File: src/rtl/booth_sequential_multiplier_unit_defines.svh
// ----------------------------------------------------------------------------
// Assertion macros
// Shared concurrent assertion wrappers, clocked on clk, disabled in reset.
// ----------------------------------------------------------------------------
`ifndef BOOTH_SEQUENTIAL_MULTIPLIER_UNIT_DEFINES_SVH
`define BOOTH_SEQUENTIAL_MULTIPLIER_UNIT_DEFINES_SVH

// implication property checked at every rising edge
`define BMS_ASSERT(label, prop, msg) \
  label: assert property (@(posedge clk) disable iff (rst) (prop)) else $error(msg);

// condition that must never be seen
`define BMS_NEVER(label, cond, msg) \
  label: assert property (@(posedge clk) disable iff (rst) !(cond)) else $error(msg);

`endif

File: src/rtl/bms_pkg.sv
// ----------------------------------------------------------------------------
// bms_pkg
// Shared widths, reset values and control types of the Booth multiplier.
// ----------------------------------------------------------------------------
package bms_pkg;

  localparam int MAX_WIDTH_DEFAULT = 32;
  localparam int OPND_W            = 32;
  localparam int PROD_W            = 64;
  localparam int CFG_W             = 6;

  localparam logic [CFG_W-1:0] WIDTH_RESET = 6'd32;

  typedef struct packed {
    logic load;
    logic step;
    logic op_en;
    logic sub;
  } step_ctrl_t;

endpackage

File: src/rtl/bms_in_if.sv
// ----------------------------------------------------------------------------
// bms_in_if
// Operand channel: valid/ready handshake with multiplicand and multiplier.
// ----------------------------------------------------------------------------
interface bms_in_if import bms_pkg::*; ();
  logic                     valid;
  logic                     ready;
  logic signed [OPND_W-1:0] multiplicand_in;
  logic signed [OPND_W-1:0] multiplier_in;

  modport source (output valid, output multiplicand_in, output multiplier_in, input ready);
  modport sink (input valid, input multiplicand_in, input multiplier_in, output ready);
endinterface

File: src/rtl/bms_out_if.sv
// ----------------------------------------------------------------------------
// bms_out_if
// Product channel: valid/ready handshake with the signed product.
// ----------------------------------------------------------------------------
interface bms_out_if import bms_pkg::*; ();
  logic                     valid;
  logic                     ready;
  logic signed [PROD_W-1:0] product_out;

  modport source (output valid, output product_out, input ready);
  modport sink (input valid, input product_out, output ready);
endinterface

File: src/rtl/bms_cell.sv
// ----------------------------------------------------------------------------
// bms_cell
// One bit slice: multiplicand, accumulator and multiplier bits, a full adder
// in the carry chain, and the right shift to the neighbor slice.
// ----------------------------------------------------------------------------
module bms_cell import bms_pkg::*; (
  input  logic       clk,
  input  step_ctrl_t ctrl,
  input  logic       m_init,
  input  logic       q_init,
  input  logic       carry_in,
  input  logic       sum_left,
  input  logic       q_left,
  input  logic       sum_low,
  input  logic       is_top,
  output logic       q,
  output logic       a,
  output logic       sum,
  output logic       carry_out
);

  logic m;
  logic m_eff;

  always_comb begin
    m_eff     = ctrl.op_en & (m ^ ctrl.sub);
    sum       = a ^ m_eff ^ carry_in;
    carry_out = (a & m_eff) | (carry_in & (a ^ m_eff));
  end

  always_ff @(posedge clk) begin
    if (ctrl.load) begin
      m <= m_init;
      a <= 1'b0;
      q <= q_init;
    end else if (ctrl.step) begin
      a <= sum_left;
      q <= is_top ? sum_low : q_left;
    end
  end

endmodule

File: src/rtl/bms_ctrl.sv
// ----------------------------------------------------------------------------
// bms_ctrl
// Step sequencer: handshakes, step counter, Booth previous bit, output valid.
// ----------------------------------------------------------------------------
`include "booth_sequential_multiplier_unit_defines.svh"

module bms_ctrl import bms_pkg::*; #(
  parameter int MAX_WIDTH = MAX_WIDTH_DEFAULT,
  localparam int CNT_W    = $clog2(MAX_WIDTH + 1)
) (
  input  logic             clk,
  input  logic             rst,
  input  logic             in_valid,
  input  logic             out_ready,
  input  logic [CNT_W-1:0] w_eff,
  input  logic             q0,
  output logic             in_ready,
  output logic             out_valid,
  output logic             capture,
  output step_ctrl_t       ctrl
);

  localparam logic [1:0] ST_IDLE = 2'd0;
  localparam logic [1:0] ST_RUN  = 2'd1;
  localparam logic [1:0] ST_DONE = 2'd2;

  logic [1:0]       state;
  logic [1:0]       state_next;
  logic [CNT_W-1:0] count;
  logic             prev;
  logic             accept;
  logic             last;

  always_comb begin
    capture    = (state == ST_DONE) && (!out_valid || out_ready);
    in_ready   = (state == ST_IDLE) || capture;
    accept     = in_valid && in_ready;
    last       = (count + CNT_W'(1)) == w_eff;
    ctrl.load  = accept;
    ctrl.step  = (state == ST_RUN);
    ctrl.op_en = (state == ST_RUN) && (q0 ^ prev);
    ctrl.sub   = q0 & ~prev;
  end

  always_comb begin
    state_next = state;
    unique case (state)
      ST_IDLE: begin
        if (accept) state_next = ST_RUN;
      end
      ST_RUN: begin
        if (last) state_next = ST_DONE;
      end
      ST_DONE: begin
        if (capture) state_next = accept ? ST_RUN : ST_IDLE;
      end
      default: state_next = ST_IDLE;
    endcase
  end

  always_ff @(posedge clk) begin
    if (rst) begin
      state     <= ST_IDLE;
      count     <= '0;
      prev      <= 1'b0;
      out_valid <= 1'b0;
    end else begin
      state <= state_next;
      if (accept) begin
        count <= '0;
        prev  <= 1'b0;
      end else if (ctrl.step) begin
        count <= count + CNT_W'(1);
        prev  <= q0;
      end
      if (capture) begin
        out_valid <= 1'b1;
      end else if (out_ready) begin
        out_valid <= 1'b0;
      end
    end
  end

  `BMS_ASSERT(a_accept_starts, accept |=> (state == ST_RUN) && (count == '0), "accept did not start run")
  `BMS_ASSERT(a_step_in_range, ctrl.step |-> (count < w_eff), "step beyond operand width")
  `BMS_ASSERT(a_capture_valid, capture |=> out_valid, "captured product not presented")
  `BMS_ASSERT(a_done_holds, (state == ST_DONE) && out_valid && !out_ready |=> (state == ST_DONE), "done left while output blocked")
  `BMS_NEVER(a_no_op_idle, ctrl.op_en && !ctrl.step, "add/sub outside a step")

endmodule

File: src/rtl/booth_sequential_multiplier_unit.sv
// ----------------------------------------------------------------------------
// booth_sequential_multiplier_unit
// Radix-2 Booth signed multiplier built as a row of bit cells.
// ----------------------------------------------------------------------------
// Each operand transaction is read as two signed numbers of w bits, where w is
// the operand_width register clamped to 1..MAX_WIDTH, and returns the full
// signed product sign-extended to 64 bits. The cell row performs one Booth
// add/subtract and arithmetic right shift per cycle while running, w steps in all;
// the product then moves into the output register once that register is free. A new
// operand transaction can be taken in the cycle its predecessor's product is captured.
// The operand side is also free while idle, even with a finished product waiting in the output register.
// Write operand_width only while the unit is idle.
module booth_sequential_multiplier_unit import bms_pkg::*; #(
  parameter int MAX_WIDTH = MAX_WIDTH_DEFAULT
) (
  input  logic             clk,
  input  logic             rst,
  input  logic             cfg_we,
  input  logic [CFG_W-1:0] cfg_wdata,
  bms_in_if.sink           operand,
  bms_out_if.source        result
);

  localparam int CNT_W = $clog2(MAX_WIDTH + 1);

  logic [CFG_W-1:0]  operand_width;
  logic [CNT_W-1:0]  w_eff;
  step_ctrl_t        ctrl;
  logic              capture;
  logic              m_sign;
  logic [MAX_WIDTH:0] m_init;
  logic [MAX_WIDTH:0] q_init;
  logic [MAX_WIDTH:0] a_vec;
  logic [MAX_WIDTH:0] q_vec;
  logic [MAX_WIDTH:0] sum_vec;
  logic [MAX_WIDTH+1:0] carry_vec;
  logic [PROD_W-1:0] product_next;
  logic [PROD_W-1:0] product;

  always_ff @(posedge clk) begin
    if (rst) begin
      operand_width <= WIDTH_RESET;
    end else if (cfg_we) begin
      operand_width <= cfg_wdata;
    end
  end

  always_comb begin
    priority if (operand_width == '0) begin
      w_eff = CNT_W'(1);
    end else if (operand_width > CFG_W'(MAX_WIDTH)) begin
      w_eff = CNT_W'(MAX_WIDTH);
    end else begin
      w_eff = CNT_W'(operand_width);
    end
  end

  always_comb begin
    m_sign = 1'b0;
    for (int i = 0; i < MAX_WIDTH; i++) begin
      m_sign = m_sign | (operand.multiplicand_in[i] & (CNT_W'(i + 1) == w_eff));
    end
    for (int i = 0; i < MAX_WIDTH; i++) begin
      m_init[i] = (CNT_W'(i) < w_eff) ? operand.multiplicand_in[i] : m_sign;
      q_init[i] = (CNT_W'(i) < w_eff) & operand.multiplier_in[i];
    end
    m_init[MAX_WIDTH] = m_sign;
    q_init[MAX_WIDTH] = 1'b0;
  end

  bms_ctrl #(.MAX_WIDTH(MAX_WIDTH)) u_ctrl (
    .clk       (clk),
    .rst       (rst),
    .in_valid  (operand.valid),
    .out_ready (result.ready),
    .w_eff     (w_eff),
    .q0        (q_vec[0]),
    .in_ready  (operand.ready),
    .out_valid (result.valid),
    .capture   (capture),
    .ctrl      (ctrl)
  );

  assign carry_vec[0] = ctrl.op_en & ctrl.sub;

  for (genvar i = 0; i <= MAX_WIDTH; i++) begin : g_cell
    logic sum_left;
    logic q_left;
    logic is_top;
    if (i == MAX_WIDTH) begin : g_guard
      assign sum_left = sum_vec[i];
      assign q_left   = 1'b0;
      assign is_top   = 1'b0;
    end else begin : g_body
      assign sum_left = sum_vec[i+1];
      assign q_left   = q_vec[i+1];
      assign is_top   = (CNT_W'(i + 1) == w_eff);
    end
    bms_cell u_cell (
      .clk       (clk),
      .ctrl      (ctrl),
      .m_init    (m_init[i]),
      .q_init    (q_init[i]),
      .carry_in  (carry_vec[i]),
      .sum_left  (sum_left),
      .q_left    (q_left),
      .sum_low   (sum_vec[0]),
      .is_top    (is_top),
      .q         (q_vec[i]),
      .a         (a_vec[i]),
      .sum       (sum_vec[i]),
      .carry_out (carry_vec[i+1])
    );
  end

  // {A, Q} with A sign-extended; Q holds the low w product bits
  assign product_next = ({{(PROD_W-MAX_WIDTH-1){a_vec[MAX_WIDTH]}}, a_vec} << w_eff)
                      | {{(PROD_W-MAX_WIDTH){1'b0}}, q_vec[MAX_WIDTH-1:0]};

  always_ff @(posedge clk) begin
    if (capture) begin
      product <= product_next;
    end
  end

  assign result.product_out = product;

endmodule
File: src/flat_wrapper.sv
// flat-port wrapper written by rule: the top's interface ports become plain ports
module booth_sequential_multiplier_unit_flat import bms_pkg::*;
#(
  parameter int MAX_WIDTH = MAX_WIDTH_DEFAULT
)
  (clk, rst, cfg_we, cfg_wdata, operand_valid, operand_multiplicand_in, operand_multiplier_in, operand_ready, result_valid, result_product_out, result_ready);
  bms_in_if operand_i ();
  bms_out_if result_i ();
  input  logic clk;
  input  logic rst;
  input  logic cfg_we;
  input  logic [CFG_W-1:0] cfg_wdata;
  input wire logic [$bits(operand_i.valid)-1:0] operand_valid;
  input wire logic [$bits(operand_i.multiplicand_in)-1:0] operand_multiplicand_in;
  input wire logic [$bits(operand_i.multiplier_in)-1:0] operand_multiplier_in;
  output wire logic [$bits(operand_i.ready)-1:0] operand_ready;
  output wire logic [$bits(result_i.valid)-1:0] result_valid;
  output wire logic [$bits(result_i.product_out)-1:0] result_product_out;
  input wire logic [$bits(result_i.ready)-1:0] result_ready;
  assign operand_i.valid = operand_valid;
  assign operand_i.multiplicand_in = operand_multiplicand_in;
  assign operand_i.multiplier_in = operand_multiplier_in;
  assign operand_ready = operand_i.ready;
  assign result_valid = result_i.valid;
  assign result_product_out = result_i.product_out;
  assign result_i.ready = result_ready;
  booth_sequential_multiplier_unit #(.MAX_WIDTH(MAX_WIDTH)) u_core (.clk(clk), .rst(rst), .cfg_we(cfg_we), .cfg_wdata(cfg_wdata), .operand(operand_i), .result(result_i));
endmodule
File: config.mk
export PLATFORM = sky130hd
export DESIGN_NAME = booth_sequential_multiplier_unit_flat
export DESIGN_NICKNAME = d
export VERILOG_FILES = /design/src/rtl/bms_pkg.sv /design/src/rtl/bms_in_if.sv /design/src/rtl/bms_out_if.sv /design/src/rtl/bms_cell.sv /design/src/rtl/bms_ctrl.sv /design/src/rtl/booth_sequential_multiplier_unit.sv /design/src/flat_wrapper.sv
export VERILOG_INCLUDE_DIRS = /design/src /design/src/rtl
export SDC_FILE = /design/constraint.sdc
export NUM_CORES = 1
export LEC_CHECK = 0
export ABC_AREA = 1
export BUFFER_PORTS_ARGS = -buffer_cell sky130_fd_sc_hd__buf_2
export CORE_MARGIN = 1
export CORE_UTILIZATION = 35
export DETAILED_ROUTE_END_ITERATION = 8
export GPL_TIMING_DRIVEN = 0
export PLACE_DENSITY = 0.63
export RECOVER_POWER = 25
export SYNTH_ARGS = -nofsm -noshare
export SYNTH_HDL_FRONTEND = slang
export SYNTH_SLANG_ARGS = --single-unit
File: constraint.sdc
create_clock -name clk -period 14.35 [get_ports clk]
set_input_delay 0.7175 -clock clk [delete_from_list [all_inputs] [get_ports clk]]
set_output_delay 0.7175 -clock clk [all_outputs]
set_load 0.005 [all_outputs]
======== Word-level counts from Yosys, hierarchy flattened ========
Cells that the tools add are included.
word-level totals
  bits in latches ......................... 0
  ROM bits ................................ 0
  flip-flop bits (word level) ............. 177
  input bits .............................. 75
  word-level logic and storage cells ...... 653
  bits in writable memories ............... 0
  memories kept ........................... 0
operators by class
  multiply operators ...................... 0
  equal/unequal tests ..................... 38
  reductions and logical operators ........ 12
  muxes and demuxes ....................... 137
  shifts and indexed selects .............. 1
  order comparisons ....................... 33
  bitwise logic cells ..................... 328
  div/mod/pow operators ................... 0
  $add $sub $neg .......................... 1
operators by type and width
  kind                                                  number
  bitwise AND 1 bit                                     163
  2-to-1 mux 1 bit                                      131
  bitwise XOR 1 bit                                     100
  == test 5 x 6 -> 1 bit, first input constant          16
  < comparator 5 x 6 -> 1 bit, first input constant     16
  bitwise OR 64 x 32 -> 64 bit                          1
  << shifter 64 x 6 -> 64 bit                           1
  bitwise OR 1 bit                                      63
  == test 4 x 6 -> 1 bit, first input constant          8
  < comparator 4 x 6 -> 1 bit, first input constant     8
  == test 3 x 6 -> 1 bit, first input constant          4
  < comparator 3 x 6 -> 1 bit, first input constant     4
  == test 2 x 6 -> 1 bit, first input constant          2
  < comparator 1 x 6 -> 1 bit, first input constant     2
  < comparator 2 x 6 -> 1 bit, first input constant     2
  2-to-1 mux 6 bit                                      2
  adder 6 x 1 -> 6 bit, second input constant           1
  == test 1 x 6 -> 1 bit, first input constant          1
  == test 6 bit                                         1
  == test 6 bit, first input constant                   1
  greater-than comparator 6 bit, second input constant  1
  logical NOT 6 bit                                     1
  2-to-1 mux 2 bit                                      3
  one-hot mux 2 bit (3 select lines)                    1
  12 further kinds                                      17

======== Depth between registers and ports, before layout ========
  depth after elaboration ................. 70
  depth in mapped cells ................... 43
  depth with buffers taken out ............ 41

======== By module ========
A second synthesis with hierarchy kept.
second synthesis, totals
  cell total of the unflattened synthesis .. 1,923
  area, all modules ....................... 13,155.1 um^2
modules (own cells, without submodules)
  module                            area an instance (um^2)  seq. area each (um^2)  cells each  times used
  bms_cell                          190.2                    80.1                   25          33
  booth_sequential_multiplier_unit  6,209.7                  2,042.0                990         1
  bms_ctrl                          669.4                    200.2                  108         1

======== Worst setup path before layout ========
Ideal clock, no wire load.
  path type ............................... register -> register
  start point ............................. reg u_core.g_cell[0].u_cell.q
  end point ............................... reg u_core.g_cell[31].u_cell.a
  library setup time ...................... 70 ps
  cell stages (with the launch flop) ...... 43
  arrival time ............................ 12,990 ps
  clock period less this slack ............ 13,060 ps
  path buffers ............................ 2
  slack ................................... 1,290 ps
  cell sequence ........................... edfxtp_1 > ha_1 > clkbuf_1 > clkbuf_1 > xor2_1 > nand2_1 > fa_1 > fa_1 > fa_1 > fa_1 > fa_1 > fa_1 > fa_1 > fa_1 > fa_1 > fa_1 > inv_1 > fa_1 > [7 not listed] > fa_1 > fa_1 > fa_1 > fa_1 > fa_1 > fa_1 > fa_1 > fa_1 > fa_1 > fa_1 > fa_1 > fa_1 > fa_1 > fa_1 > o21ai_0 > a21o_1 > o21ai_0 > a21oi_1
between the ends
  longest elaborated chain between the ends .. 69
  elaborated cells on any way between the ends .. 200
  those cells by class .................... bitwise (199); reduce/logical (1)
RTL lines
  element                                                        line                            source
  from (decl)                                                    bms_cell.sv:16                  output logic q,
  from (signal assigned)                                         bms_cell.sv:35                  q <= q_init;
  from (signal assigned)                                         bms_cell.sv:38                  q <= is_top ? sum_low : q_left;
  bitwise AND 1 bit / bitwise XOR 1 bit (equally long branches)  bms_ctrl.sv:42, bms_ctrl.sv:41
  bitwise XOR 1 bit / logical AND 1 bit (equally long branches)  bms_cell.sv:26, bms_ctrl.sv:41
  bitwise AND 1 bit                                              bms_cell.sv:26                  m_eff = ctrl.op_en & (m ^ ctrl.sub);
  bitwise XOR 1 bit                                              bms_cell.sv:28                  carry_out = (a & m_eff) | (carry_in & (a ^ m_eff));
  bitwise AND 1 bit                                              bms_cell.sv:28
  bitwise OR 1 bit                                               bms_cell.sv:28
  bitwise AND 1 bit                                              bms_cell.sv:28
  bitwise OR 1 bit                                               bms_cell.sv:28
  [53 not listed]                                                n/a
  bitwise OR 1 bit                                               bms_cell.sv:28
  bitwise AND 1 bit                                              bms_cell.sv:28
  bitwise OR 1 bit                                               bms_cell.sv:28
  bitwise AND 1 bit                                              bms_cell.sv:28
  bitwise OR 1 bit                                               bms_cell.sv:28
  bitwise AND 1 bit                                              bms_cell.sv:28
  bitwise OR 1 bit                                               bms_cell.sv:28
  bitwise XOR 1 bit *                                            bms_cell.sv:27                  sum = a ^ m_eff ^ carry_in;
  to (signal assigned)                                           bms_cell.sv:37                  a <= sum_left;
  to (decl)                                                      bms_cell.sv:17                  output logic a,
Every way passes the cells marked *; elsewhere a longest branch is shown, timed or not.
A chain may end at the register's enable or synchronous reset.

======== Worst setup path in the final report ========
Same ends and word-level chain as after synthesis.

==> impl_results.md <==
- Most common cell after layout, fill and taps aside: nand2_1
- Combinational share of power: 22.1%
- Post-Route WL: 48,300 microns
- Main synth FF type: edfxtp_1
- Seq/Total Area, Yosys: between 40% and 50%
- Clock root cell: clkbuf_16
- Clock Latency Late Sink: roughly 0.46 ns
- Clock buffer depth: 2
- Clk pin slew, worst setup/hold paths: about 0.090 ns
- Peak supply drop: around 84 uV
- CTS HTree Levels: 4
- Int Power: just under 1000 uW
- Starting density of the core: between 30 and 40%
- Power Density: approximately 110 nW/um^2
- Diode count: 0
- Commonest cells after routing, fill and taps aside: nand2_1 (375), nand3_1 (278), inv_1 (155)
- Startpoint Class: register
- All-Layer GR Usage: around 29%
- Mean number of vias per cell: ~5.5
- Clk_skew: ~0.025 ns
- Asr flop ratio synth: 0%
- Reg power frac: 43.0%
- Fmax: roughly 0.074 GHz
- I/O pin cnt: roughly 140
- Mapped Nets: 1,630
- Post-CTS Setup Bufs: 0
- Pwr Total: between 1000 and 1500 uW
- Iter 0 DRT Violations: 1,541
- Synthesized area per cell: 7.67 sq um
- Switch Pwr: roughly 490 uW
- Outcome: complete, but fails checks
- Nature of the critical path endpoint: register
- Port bufs: 140
- Initial antenna violation count: 0
- CP most frequent cell: fa_1
- Fin crit period: 13.55 ns
- Clk pwr share: 34.9%
- Detailed Place HPWL: a little under 40,000 microns
- Cell area after synthesis: 11,700 sq um
- Distinct cell type count after synthesis: between 40 and 50
- CP bufs+invs: 2
- P_leak: ~0.006 uW
- Failing checks: capacitance limit, slew limit
- Post-synth EDFFs: 129
- Die width: ~180 microns
- Relative slew slack: -70.2%
- Worst min path class: primary input to register
- Die area: ~34,000 sq um
- Synth warn: 0
- Wire per inst: roughly 23 microns
- CTS Buf Count: 17
- Clk sinks: 177
- Largest stage delay on the critical path: ~0.46 ns
- Remaining DRCs: 0
- GPL Wtd Cong: about 1.0
- Gr ovfl total: 0
- First-pass GRT wire length: approximately 71,000 microns
- RSZ-0062 raised after global routing: no
- Crit Path Max Fanout: 10
- Vias in the first global route: ~12k
- Setup TNS Final: 0 ns
- CP required: roughly 15 ns
- Final Hold Fails: 0
- Die Y-Extent: 185 microns
- Critical path class: register to register
- Max-Cap Viols: 1
- Fin. max-slew vios: 27
- Largest net degree at the start of global routing: 39
- Switching Fraction: between 30% and 40%
- Nets: approximately 1.8k
- Layout cells sized above 1: between 10% and 20%
- Crit path DAT: between 10 and 15 ns
- Core ar.: between 30,000 and 40,000 sq um
- Delay-heaviest family, CP: adder cells
- Post-route clock period utilization: 94.5%
- Final setup violation count: 0
- Worst-Margin Slew: roughly 2.5 ns
- Slowest stage cell, crit path: fa_1
- Initial DRT Pass Iterations: 6
- Gate Count Post-Synth: 1,521
- Antenna-violating nets left: 0
- Synthesis-to-layout area growth: 15.9%
- Standard-cell rows: 66
- Register bit total from synthesis: around 180
- CTS tree: built
- Vias: roughly 12k
## flip-flops by register name, indices dropped and copies added, names as in the netlist
| signal | count |
|---|---|
| u_core.result.product_out | 64 |
| u_core.g_cell.u_cell.m | 33 |
| u_core.g_cell.u_cell.a | 32 |
| u_core.g_cell.u_cell.q | 32 |
| u_core.operand_width | 6 |
| u_core.u_ctrl.count | 6 |
| u_core.u_ctrl.state | 2 |
| u_core.u_ctrl.out_valid | 1 |
| u_core.u_ctrl.prev | 1 |
## power groups by stage
stage / combinational (uW) / sequential, uW / clock (uW)
2_1_floorplan: 198 / 628 / 0
6_report: 322 / 626 / 509
3_3_place_gp: 312 / 638 / 0
5_1_grt: 349 / 629 / 532
4_1_cts: 316 / 625 / 515
3_5_place_dp: 315 / 637 / 0
## routing by layer
metal	track usage (%)	vias up	part of all wire, %
li1	-	5384	-
met1	37.4	5563	41
met2	45.9	668	45
met3	4.29	164	8.0
met4	17.6	0	6.4
met5	0	-	0
## logic make-up after synthesis
logic type | count (synthesis) | share of synthesized area (%)
AOI/OAI and AO/OA | 200 | 9.99
buffers and inverters | 245 | 8.61
adders and majority gates | 34 | 5.71
xor gates and xnor gates | 40 | 3.00
and+or+nand+nor | 825 | 31.2
DFF | 177 | 41.5
## cells in the mapped netlist (all sizes together) (2+ instances only)
cell,count,area share (%)
nand2,381,12
nand3,281,12
inv,161,5.2
edfxtp,129,33
nor2,117,4.0
o21ai,94,4.1
a21oi,49,2.1
dfxtp,48,8.2
clkbuf,42,1.4
buf,41,2.0
fa,32,5.5
o211ai,27,1.8
xnor2,23,1.7
or2,19,1.0
xor2,17,1.3
a31o,13,0.98
nand3b,10,0.64
nand4,8,0.43
nor3,7,0.30
a21o,4,0.26
o21bai,3,0.19
o22ai,3,0.16
a211oi,2,0.13
a31oi,2,0.11
ha,2,0.21
## per-stage QoR
stage,utilization (%),cells,area [sq um],hold slack (ns),worst slack (ns)
global placement,39.6,2103,12900,0.449,0.550
detailed placement,39.7,2105,13000,0.456,0.383
floorplan,-,1521,11700,0.441,1.29
finish,41.4,2136,13500,0.457,0.796
CTS,41.6,2137,13600,0.447,0.320
global route,41.4,2136,13500,0.450,0.109
## final cells by class
cell class,instances,area (sq um)
inverters,162,608
clock buffers,17,425
well taps,442,553
clock inverters,15,193
repair buffers,142,679
flip-flops and latches,177,4830
multi-input cells,1099,5820
fillers,3385,19100
plain buffers,82,395
## final timing paths
| check | cells past startpoint | slack (ns) | to | startpoint |
|---|---|---|---|---|
| setup / recovery | 41 | 0.80 | u_core.g_cell[31].u_cell.a | u_core.g_cell[0].u_cell.q |
| hold / removal | 2 | 0.46 | u_core.u_ctrl.state[0] | rst |
| setup reg to reg | 41 | 0.80 | u_core.g_cell[31].u_cell.a | u_core.g_cell[0].u_cell.q |
| hold reg to reg | 2 | 0.47 | u_core.u_ctrl.prev | u_core.u_ctrl.prev |
## repair_timing
item / CTS / global route
hold buffers: 0 / 0
setup endpoints to repair: 0 / 2
endpoints found under the hold margin: 0 / 0
resized for setup: 0 / 5
(Power assumes the default switching activity.)
